$ cat config.mk
export PLATFORM = sky130hd
export DESIGN_NAME = lz4bd_ctrl
export DESIGN_NICKNAME = d
export VERILOG_FILES = /design/src/rtl/core/lz4bd_pkg.sv /design/src/rtl/core/lz4bd_ctrl.sv
export SDC_FILE = /design/constraint.sdc
export NUM_CORES = 1
export LEC_CHECK = 0
export ABC_AREA = 1
export ABC_CLOCK_PERIOD_IN_PS = 1300
export BUFFER_PORTS_ARGS = -buffer_cell sky130_fd_sc_hd__buf_2
export CAP_MARGIN = 10
export CORE_AREA = 2 2 39 41
export CTS_CLUSTER_SIZE = 28
export DETAILED_ROUTE_END_ITERATION = 7
export DIE_AREA = 0 0 41 43
export HOLD_SLACK_MARGIN = 0.15
export PLACE_DENSITY = 0.58
export SYNTH_ARGS = -nofsm -noshare
export SYNTH_HDL_FRONTEND = slang
export SYNTH_SLANG_ARGS = --single-unit
$ cat constraint.sdc
create_clock -name clock -period 1.3 [get_ports clock]
set_input_delay 0.195 -clock clock [delete_from_list [all_inputs] [get_ports clock]]
set_output_delay 0.195 -clock clock [all_outputs]
set_load 0.02 [all_outputs]
$ cat src/rtl/core/lz4bd_pkg.sv
// ----------------------------------------------------------------------------
// lz4bd_pkg
// Shared types and constants for the LZ4 block decoder core.
// ----------------------------------------------------------------------------
package lz4bd_pkg;

   localparam int WINDOW_BYTES_DEF = 65536;
   localparam int OUT_BYTES_DEF    = 8;
   localparam int MAX_RESULTS      = 32;

   localparam logic [1:0] ERR_NONE   = 2'd0;
   localparam logic [1:0] ERR_OFFSET = 2'd1;
   localparam logic [1:0] ERR_TRUNC  = 2'd2;

   typedef struct packed {
      logic [7:0] in_byte;
      logic       in_last;
   } req_type;

   typedef struct packed {
      logic [63:0] out_data;
      logic [3:0]  out_count;
      logic        out_last;
      logic [1:0]  out_error;
      logic [31:0] out_total;
   } rsp_type;

   // stream parse phase, one-hot
   typedef enum logic [6:0] {
      PH_TOKEN  = 7'b0000001,
      PH_LITEXT = 7'b0000010,
      PH_LIT    = 7'b0000100,
      PH_OFFLO  = 7'b0001000,
      PH_OFFHI  = 7'b0010000,
      PH_MATEXT = 7'b0100000,
      PH_DRAIN  = 7'b1000000
   } phase_type;

   // controller states, one-hot
   typedef enum logic [5:0] {
      ST_IDLE   = 6'b000001,
      ST_DECODE = 6'b000010,
      ST_RD     = 6'b000100,
      ST_WR     = 6'b001000,
      ST_FLUSH  = 6'b010000,
      ST_FINAL  = 6'b100000
   } state_type;

   typedef struct packed {
      logic load;
      logic dec;
      logic rd;
      logic wr;
      logic flush;
      logic fin;
   } cmd_type;

   typedef struct packed {
      logic dec_push;
      logic dec_copy;
      logic len_zero;
      logic wr_push;
      logic acc_any;
      logic can_push;
      logic can_move;
   } stat_type;

endpackage

$ cat src/rtl/core/lz4bd_ctrl.sv
// ----------------------------------------------------------------------------
// lz4bd_ctrl
// Sequencer: steps each input byte through decode, match copy and result hand-off.
// ----------------------------------------------------------------------------
module lz4bd_ctrl
   import lz4bd_pkg::*;
(
   input  logic     clock,
   input  logic     reset,
   input  logic     req_valid,
   output logic     req_ready,
   input  stat_type stat,
   output cmd_type  cmd
);

   state_type state_ff, state_in;

   always_ff @(posedge clock) begin
      if (reset) begin
         state_ff <= ST_IDLE;
      end else begin
         state_ff <= state_in;
      end
   end

   always_comb begin
      state_in  = state_ff;
      cmd       = '0;
      req_ready = 1'b0;
      case (state_ff)
         ST_IDLE: begin
            req_ready = 1'b1;
            if (req_valid) begin
               cmd.load = 1'b1;
               state_in = ST_DECODE;
            end
         end
         ST_DECODE: begin
            if (!stat.dec_push || stat.can_push) begin
               cmd.dec  = 1'b1;
               state_in = stat.dec_copy ? ST_RD : ST_FINAL;
            end
         end
         ST_RD: begin
            if (stat.len_zero) begin
               state_in = ST_FLUSH;
            end else begin
               cmd.rd   = 1'b1;
               state_in = ST_WR;
            end
         end
         ST_WR: begin
            if (!stat.wr_push || stat.can_push) begin
               cmd.wr   = 1'b1;
               state_in = ST_RD;
            end
         end
         ST_FLUSH: begin
            if (!stat.acc_any || stat.can_push) begin
               cmd.flush = 1'b1;
               state_in  = ST_FINAL;
            end
         end
         ST_FINAL: begin
            if (stat.can_move) begin
               cmd.fin  = 1'b1;
               state_in = ST_IDLE;
            end
         end
         default: begin
            state_in = ST_IDLE;
         end
      endcase
   end

endmodule

# After elaboration in Yosys (flattened, before gate mapping)
# Cells that the tools add are included.
# totals
reg_bits	6
latch_bits	0
mem_bits_rw	0
romBits	0
in_bits	10
word_cells	40
n_memories	0
# classes
addsub	0
mul	0
div	0
n_lt_le_gt_ge	0
n_eq_ne	11
shifts	0
mux	21
bitwise_logic	0
n_reduce_logical	7
# op_table
op	count
$mux W6	6
$pmux W6 S6	1
$mux W1	13
$ne A2 B2 Y1 const B	5
$eq A6 B1 Y1 const B	1
$eq A6 B2 Y1 const B	1
$eq A6 B3 Y1 const B	1
$eq A6 B4 Y1 const B	1
$eq A6 B5 Y1 const B	1
$eq A6 B6 Y1 const B	1
$mux W5	1
$reduce_and A5 Y1	1
$logic_not A1 Y1	3
$logic_or A1 B1 Y1	3

# Depth between registers and ports, before layout
# Gate-level depths: netlist of run 1.
# logic_depth
word_depth	4
mapped_depth	8
ltp_nobuf	8

# Least setup slack after synthesis of run 1
# OpenSTA, ideal clock, no wires.
# synth_timing
path_type	register to output
from	register state_ff[4]
to	output cmd[1] (netlist bit)
arrival_time_ns	0.945
setup_slack_ns	0.160
stages_incl_launch_ff	5
path_cell_list	dfxtp_1 -> inv_1 -> nor2_1 -> nand3_1 -> nor2_1
# synth_lines
element	line	rtl
from (decl)	lz4bd_ctrl.sv:16	state_type state_ff, state_in;
from (signal assigned)	lz4bd_ctrl.sv:22	state_ff <= state_in;
to (decl)	lz4bd_ctrl.sv:13	output cmd_type cmd

==> results_dict.tcl, run 1 <==
set metrics [dict create \
    place_congestion 0.730 \
    synth_top_family_by_area "simple AND/OR/NAND/NOR gates" \
    r2r-end "state_ff[0]" \
    min_period_over_period 1.14 \
    cts_root_buffer "clkbuf_4" \
    vias_per_cell 4.88 \
    synth_compound_area_frac 0.0691 \
    period_minus_slack_ps 1480 \
    area_growth_syn_to_layout_pct 59.3 \
    relSlewSlack 0.865 \
    synthSimpleGateAreaFrac 0.540 \
    setup-violations-final 10 \
    r2r-start "state_ff[4]" \
    wirelength_um 1450 \
    grt_remaining_overflow 0 \
    first_global_vias 507 \
    switching_power_uw 534 \
    grt_max_degree 9 \
    intPower_uw 627 \
    power_uw 1160 \
    pwr-share-clk 0.152 \
    grt_antenna_before_repair 0 \
    final_nets 117 \
    violations "setup timing" \
    rrSetupSlack_ps -50 \
    postLayoutCoreUtil 0.542 \
    fmax_mhz 677 \
    setup_ws_ps -178 \
    core_area_mm2 0.00138 \
    holdPathStages 2 \
    p_sw_frac 0.460 \
    start_util 0.340 \
    grtUsageTotal 0.166 \
    most-common-layout-cells "16 x buf_4, 14 x nor2_1, 11 x inv_1, 10 x buf_2, 8 x nand2_1" \
    vias 591 \
    syn_area_um2 470 \
    clkLatencyLatePin_ps 250 \
    pwr-share-comb 0.575 \
    tritoncts "done" \
    cts.sinks 6 \
    drive_gt1_frac 0.552 \
    outcome "finished with violations" \
    reg2reg_depth 8 \
    largest_reg_flops 6 \
    final-hold-violation-count 0 \
    worstMarginPinSlew_ps 202 \
    critPathKind "flop to primary output" \
    pwr-share-seq 0.273 \
    cp.required_ps 1110 \
    top_register "state_ff" \
    avgSynthCellArea_um2 6.27 \
    peakVddDrop_uv 662 \
    dr.pass1.iters 4 \
    drcViolationCount 0 \
    maxSlewViolCount 0 \
    worstSetupStartpoint "state_ff[4]" \
    synth_fp_nets 85 \
    dieHeight_um 43 \
    hold_class "input port to flop" \
    layout_commonest_cell "buf_4" \
    pin_count 17 \
    synth_xor_area_frac 0 \
    die_area_mm2 0.00176 \
    synth-adder-area-share 0 \
    startpoint_type "flop" \
    largest_registers "state_ff (6)" \
    avgRoutedWirePerCell_um 12.0 \
    io_buffers 16 \
    synth.distinct_cells 17 \
    drt_iter0_markers 21 \
    fin_skew_ps 3.93 \
    p_leak_uw 0.000407 \
    grt_pass1_wl_um 1970 \
    synthMuxAreaShare 0 \
    power_density_mw_per_mm2 1550 \
    clockBufferDepth 2 \
    h-tree-depth 1 \
    ys_seq_elements 6 \
    n_antenna_cell 0 \
    yosys_warnings 0 \
    drv_cap 0 \
    crit_end "cmd[3]" \
    rsz0062_at_grt "yes" \
    cts-buffers-inserted 3 \
    placementRows 14 \
    cp-end-kind "primary output" \
    ys_seq_area_frac 0.255 \
    syn_inst 75 \
    crit_arrival_ps 1280 \
    ant_nets 0 \
    die_w_um 41 \
    dp_hpwl_um 945 \
    path_clk_slew_ps 40 \
    path_max_fanout 6 \
]
-- worst min-delay path by stage --
stage / start / slack (ps) / to
floorplan: reset / 260 / state_ff[3]
global placement: reset / 420 / state_ff[4]
detailed placement: reset / 420 / state_ff[4]
CTS: reset / 150 / state_ff[4]
global route: reset / 170 / state_ff[4]
finish: reset / 160 / state_ff[4]
-- power by group through the flow --
stage	registers [uW]	logic, uW	clock network, uW
floorplan	291	402	0
global placement	301	520	0
detailed placement	300	522	0
CTS	307	590	176
global route	322	740	188
finish	317	667	176
-- synthesized netlist by cell type --
cell	count	area, um2
o21a_1	1	7.51
nor2_1	16	60.1
inv_2	2	7.51
a21oi_1	2	10.0
nand3_1	6	30.0
nor3_1	1	5.00
nor2_4	3	33.8
nand3_2	1	10.0
a21boi_1	1	7.51
o21bai_1	1	7.51
buf_4	1	7.51
nand2_1	9	33.8
nand4_2	1	12.5
nor2_2	5	31.3
inv_1	13	48.8
nand4_1	6	37.5
dfxtp_1	6	120
-- per-stage QoR --
| step | worst slack [ps] | cell area [um2] | hold WS [ps] | std cells | setup TNS [ps] |
|---|---|---|---|---|---|
| 2_1_floorplan | 160 | 470 | 264 | 75 | 0 |
| 3_3_place_gp | 75.9 | 571 | 416 | 107 | 0 |
| 3_5_place_dp | 87.1 | 571 | 418 | 107 | 0 |
| 4_1_cts | -115 | 663 | 153 | 116 | -510 |
| 5_1_grt | -233 | 749 | 166 | 121 | -1620 |
| 6_report | -178 | 749 | 164 | 121 | -769 |
-- routing by layer --
layer	global-route usage	vias to the layer above	routed length, um
met4	0.120	0	51
met3	0.0314	6	107
li1	-	303	-
met5	0	-	0
met2	0.263	27	745
met1	0.184	255	546
-- worst max-delay path: stages, from the launching register on --
cell and delay [ps]:
dfxtp_2 340, nor2_4 180, nand4_1 180, nor2_2 190
buf_6 140
-- repair_timing --
item                                    CTS  global route
endpoints found under the setup margin    7            12
buffers inserted                          6             5
hold buffers                              0             0
gates resized for setup                  12            15
pin swaps                                 6             6
-- cell type report --
class | count | area [um2]
Sequential cell | 6 | 133
Clock buffer | 3 | 22.5
Inverter | 15 | 56.3
Fill cell | 128 | 634
Timing Repair Buffer | 28 | 193
Tap cell | 16 | 20.0
Multi-Input combinational cell | 53 | 325
-- logic make-up (layout without fill, tap and decap cells) --
family / after synthesis / count (layout)
DFF: 6 / 6
AOI/OAI and AO/OA: 5 / 5
and+or+nand+nor: 48 / 48
buffers and inverters: 16 / 46
No activity file was read; power rests on OpenSTA's default activity.
==> run 2, diff against run 1 <==
--- a/config.mk
+++ b/config.mk
@@ -15,6 +15,7 @@
 export DIE_AREA = 0 0 41 43
 export HOLD_SLACK_MARGIN = 0.15
 export PLACE_DENSITY = 0.58
+export SKIP_CTS_REPAIR_TIMING = 1
 export SYNTH_ARGS = -nofsm -noshare
 export SYNTH_HDL_FRONTEND = slang
 export SYNTH_SLANG_ARGS = --single-unit
==> run 2 against run 1 <==
  * The flow still finishes with violations (setup timing)
  * Non-clock buffer count down 5
  * First-iteration DRC count down 33%
  * Setup slack worse by 1.4 ps
  * Total power down 7.3%
  * Utilization down 4.4 points
  * Count of clock-buffer cells in the layout unchanged
==> results_dict.tcl, run 2 (synthesis results as in run 1) <==
set metrics [dict create \
    pwr-share-seq 0.286 \
    crit_arrival_ps 1280 \
    io_buffers 16 \
    drt_iter0_markers 14 \
    period_minus_slack_ps 1480 \
    vias_per_cell 4.72 \
    n_antenna_cell 0 \
    hold_class "input port to flop" \
    first_global_vias 453 \
    start_util 0.340 \
    startpoint_type "flop" \
    grtUsageTotal 0.155 \
    worstMarginPinSlew_ps 218 \
    rsz0062_at_grt "yes" \
    drv_cap 0 \
    stdcell_count 116 \
    power_density_mw_per_mm2 1560 \
    largest_registers "state_ff (6)" \
    pin_count 17 \
    grt_remaining_overflow 0 \
    clkLatencyLatePin_ps 250 \
    cp_top_family "simple AND/OR/NAND/NOR gates" \
    setup-violations-final 7 \
    tritoncts "done" \
    pwr-share-comb 0.552 \
    max_stage_delay_ps 340 \
    pwr-share-clk 0.162 \
    outcome "finished with violations" \
    cp_cell_sequence "nor2_4, nand4_1, nor2_2, buf_6" \
    fmax_mhz 676 \
    place_inst 107 \
    fin_skew_ps 4.11 \
    grt_antenna_before_repair 0 \
    final-hold-violation-count 0 \
    crit_path_top_delay_cell "dfxtp_2" \
    cts-buffers-inserted 3 \
    wirelength_um 1340 \
    cp_num_buf_inv 1 \
    h-tree-depth 1 \
    avgRoutedWirePerCell_um 11.5 \
    rrSetupSlack_ps 20 \
    fin_area_um2 688 \
    largest_reg_flops 6 \
    cts_root_buffer "clkbuf_4" \
    drcViolationCount 0 \
    placementRows 14 \
    core_area_mm2 0.00138 \
    intPower_uw 579 \
    switching_power_uw 498 \
    layout_commonest_cell "nor2_1" \
    most-common-layout-cells "14 x nor2_1, 12 x inv_1, 12 x buf_2, 8 x nand2_1" \
    path_max_fanout 6 \
    drive_gt1_frac 0.500 \
    dr.pass1.iters 4 \
    grt_pass1_wl_um 1810 \
    clockBufferDepth 2 \
    violations "setup timing" \
    setup_ws_ps -179 \
    dpl-instance-area_um2 571 \
    power_uw 1080 \
    critPathKind "flop to primary output" \
    path_clk_slew_ps 50 \
    place_congestion 0.730 \
    p_sw_frac 0.462 \
    cp.required_ps 1110 \
    maxSlewViolCount 0 \
    dieHeight_um 43 \
    p_leak_uw 0.000383 \
    final_nets 112 \
    vias 547 \
    min_period_over_period 1.14 \
    area_growth_syn_to_layout_pct 46.3 \
    cts.sinks 6 \
    postLayoutCoreUtil 0.497 \
    ant_nets 0 \
    relSlewSlack 0.855 \
    grt_max_degree 9 \
    dp_hpwl_um 945 \
    cp-end-kind "primary output" \
    top_register "state_ff" \
    peakVddDrop_uv 572 \
    die_area_mm2 0.00176 \
    die_w_um 41 \
]
==> run 2: cell count changes in the layout (fill, tap and decap cells not counted), moves of 2 or more <==
cell,before,now
buf_4,16,7
a21oi_1,0,2
a21oi_2,2,0
buf_2,10,12
buf_6,2,4
dfxtp_2,4,6
dfxtp_4,2,0
==> run 2: worst paths after layout <==
path,from,end,cells after the start
setup / recovery,state_ff[5],cmd[3],4
hold / removal,reset,state_ff[4],2
setup reg to reg,state_ff[2],state_ff[1],8
hold reg to reg,state_ff[5],state_ff[5],2
==> run 2: per-stage QoR <==
stage / hold slack, ps / TNS, ps / setup slack, ps
3_5_place_dp: 418 / 0 / 87.1
4_1_cts: 160 / -890 / -170
2_1_floorplan: 264 / 0 / 160
5_1_grt: 169 / -1520 / -247
3_3_place_gp: 416 / 0 / 75.9
6_report: 158 / -832 / -179
==> run 2: power by group through the flow <==
stage,clock [uW],combinational [uW],sequential [uW]
after detailed placement,0,522,300
after CTS,176,524,297
final,174,594,308
after global routing,188,662,313
after floorplan,0,402,291
after global placement,0,520,301
==> run 2: cell type report <==
| cell class | instances | area, um2 |
|---|---|---|
| Sequential cell | 6 | 128 |
| Clock buffer | 3 | 22.5 |
| Tap cell | 16 | 20.0 |
| Multi-Input combinational cell | 53 | 304 |
| Inverter | 15 | 56.3 |
| Fill cell | 150 | 696 |
| Timing Repair Buffer | 23 | 158 |
==> run 2: metal layers <==
metal  GRT usage  vias up  part of all wire
met3      0.0314        4             0.048
met1       0.174      237              0.42
met5           0        -                 0
li1            -      292                 -
met2       0.238       14              0.51
met4       0.120        0             0.025
==> run 3, diff against run 2 <==
--- a/config.mk
+++ b/config.mk
@@ -6,9 +6,9 @@
 export NUM_CORES = 1
 export LEC_CHECK = 0
 export ABC_AREA = 1
-export ABC_CLOCK_PERIOD_IN_PS = 1300
+export ABC_CLOCK_PERIOD_IN_PS = 1500
 export BUFFER_PORTS_ARGS = -buffer_cell sky130_fd_sc_hd__buf_2
-export CAP_MARGIN = 10
+export CAP_MARGIN = 20
 export CORE_AREA = 2 2 39 41
 export CTS_CLUSTER_SIZE = 28
 export DETAILED_ROUTE_END_ITERATION = 7
==> constraint.sdc (replaced) <==
create_clock -name clock -period 1.5 [get_ports clock]
set_input_delay 0.225 -clock clock [delete_from_list [all_inputs] [get_ports clock]]
set_output_delay 0.225 -clock clock [all_outputs]
set_load 0.02 [all_outputs]
==> run 3 against run 2 <==
  * The run still ends with setup timing left
  * Clock power down 16%
  * Utilization down 1.4 points
  * Critical endpoint unchanged
  * Non-clock buffer count down 1
  * Register-to-register slack better by 200 ps
  * Final area down 2.7%
  * Count of clock-buffer cells in the layout unchanged
  * First-iteration DRC count down 79%
  * Die area unchanged
  * Sequential share of layout area up 0.33 points
  * Clock skew down 2.2 ps
  * Worst hold slack better by 22 ps
  * Combinational power down 8.2%
==> results_dict.tcl, run 3 (synthesis results as in run 1) <==
set metrics [dict create \
    multi_input_area_um2 302 \
    rsz0062_at_grt "yes" \
    min_period_over_period 1.04 \
    layout_commonest_cell "nor2_1" \
    vias_per_cell 4.77 \
    wirelength_um 1300 \
    setup_ws_ps -53.8 \
    maxSlewViolCount 0 \
    grt_max_degree 9 \
    dp_hpwl_um 934 \
    startpoint_type "flop" \
    drv_cap 0 \
    power_density_mw_per_mm2 1440 \
    area_growth_syn_to_layout_pct 42.3 \
    avgRoutedWirePerCell_um 11.3 \
    drive_gt1_frac 0.444 \
    grtUsageTotal 0.162 \
    h-tree-depth 1 \
    io_buffers 16 \
    vias 548 \
    violations "setup timing" \
    cts.sinks 6 \
    clockBufferDepth 2 \
    worstMarginPinSlew_ps 196 \
    relSlewSlack 0.869 \
    crit_arrival_ps 1330 \
    drt_iter0_markers 3 \
    period_minus_slack_ps 1550 \
    top_register "state_ff" \
    largest_registers "state_ff (6)" \
    fmax_mhz 644 \
    postLayoutCoreUtil 0.484 \
    ant_nets 0 \
    pin_count 17 \
    die_area_mm2 0.00176 \
    max_stage_delay_ps 340 \
    crit_path_top_delay_cell "dfxtp_2" \
    fin_skew_ps 1.91 \
    drcViolationCount 0 \
    setup-violations-final 2 \
    grt_pass1_wl_um 1860 \
    cts-buffers-inserted 3 \
    start_util 0.340 \
    n_antenna_cell 0 \
    cp-end-kind "primary output" \
    most-common-layout-cells "14 x nor2_1, 13 x inv_1, 12 x buf_2, 9 x nand2_1, 8 x buf_4" \
    final-hold-violation-count 0 \
    first_global_vias 463 \
    path_max_fanout 6 \
    holdWs_ps 180 \
    core_area_mm2 0.00138 \
    largest_reg_flops 6 \
    placementRows 14 \
    seqCellArea_um2 126 \
    tritoncts "done" \
    die_w_um 41 \
    cp.required_ps 1270 \
    critPathKind "flop to primary output" \
    grt_antenna_before_repair 0 \
    fill_cells 144 \
    hold_class "input port to flop" \
    outcome "finished with violations" \
    power_uw 963 \
    cts_root_buffer "clkbuf_4" \
    p_leak_uw 0.000372 \
    path_clk_slew_ps 40 \
    dr.pass1.iters 2 \
    place_congestion 0.729 \
    cp_cell_sequence "nor2_4, nand4_1, nor2_2, buf_6" \
    peakVddDrop_uv 518 \
    clkLatencyLatePin_ps 240 \
    dieHeight_um 43 \
    post-place-ws_ps 237 \
    final_nets 111 \
    grt_remaining_overflow 0 \
]
## run 3: cell types whose count changed in the layout (fill, tap and decap cells not counted)
cell	delta
dfxtp_1	+3
dfxtp_2	-4
nand2_2	-1
inv_1	+1
nand2_1	+1
dfxtp_4	+1
inv_2	-1
buf_4	+1
buf_6	-2
## run 3: final timing paths
| kind | start | endpoint | slack, ps | cells past startpoint |
|---|---|---|---|---|
| max | state_ff[5] | cmd[3] | -50 | 4 |
| min | reset | state_ff[3] | 180 | 2 |
| max reg2reg | state_ff[5] | state_ff[3] | 220 | 6 |
| min reg2reg | state_ff[5] | state_ff[5] | 530 | 2 |
## run 3: per-stage QoR
stage | instances | setup TNS, ps | cell area (um2)
after floorplan | 75 | 0 | 470
after global placement | 106 | 0 | 563
after detailed placement | 106 | 0 | 563
after CTS | 109 | -36.1 | 586
after global routing | 115 | -348 | 669
final | 115 | -56.7 | 669
## run 3: layout make-up
type / count / area share
Clock buffer: 3 / 0.0336
Timing Repair Buffer: 22 / 0.213
Sequential cell: 6 / 0.189
Inverter: 15 / 0.0841
Multi-Input combinational cell: 53 / 0.450
Tap cell: 16 / 0.0299
## run 3: power breakdown
group	leakage [uW]	internal, uW	total (uW)	switching, uW
registers	0.0000506	210	272	61.4
clock network	0.0000138	90.4	147	56.6
logic	0.000307	226	545	319
## run 3: worst max-delay path, delay by kind of cell, from the launching register on
kind                   cells  cell delay, ps
AND/OR/NAND/NOR            3             600
flip-flops                 1             340
buffers and inverters      1             140
## run 3: layer usage
| metal | up-vias | share of wire | GRT usage | routed length [um] |
|---|---|---|---|---|
| met5 | - | 0 | 0 | 0 |
| met4 | 0 | 0.018 | 0.120 | 23 |
| met3 | 4 | 0.039 | 0.0314 | 51 |
| met2 | 16 | 0.52 | 0.253 | 680 |
| met1 | 239 | 0.42 | 0.181 | 542 |
| li1 | 289 | - | - | - |
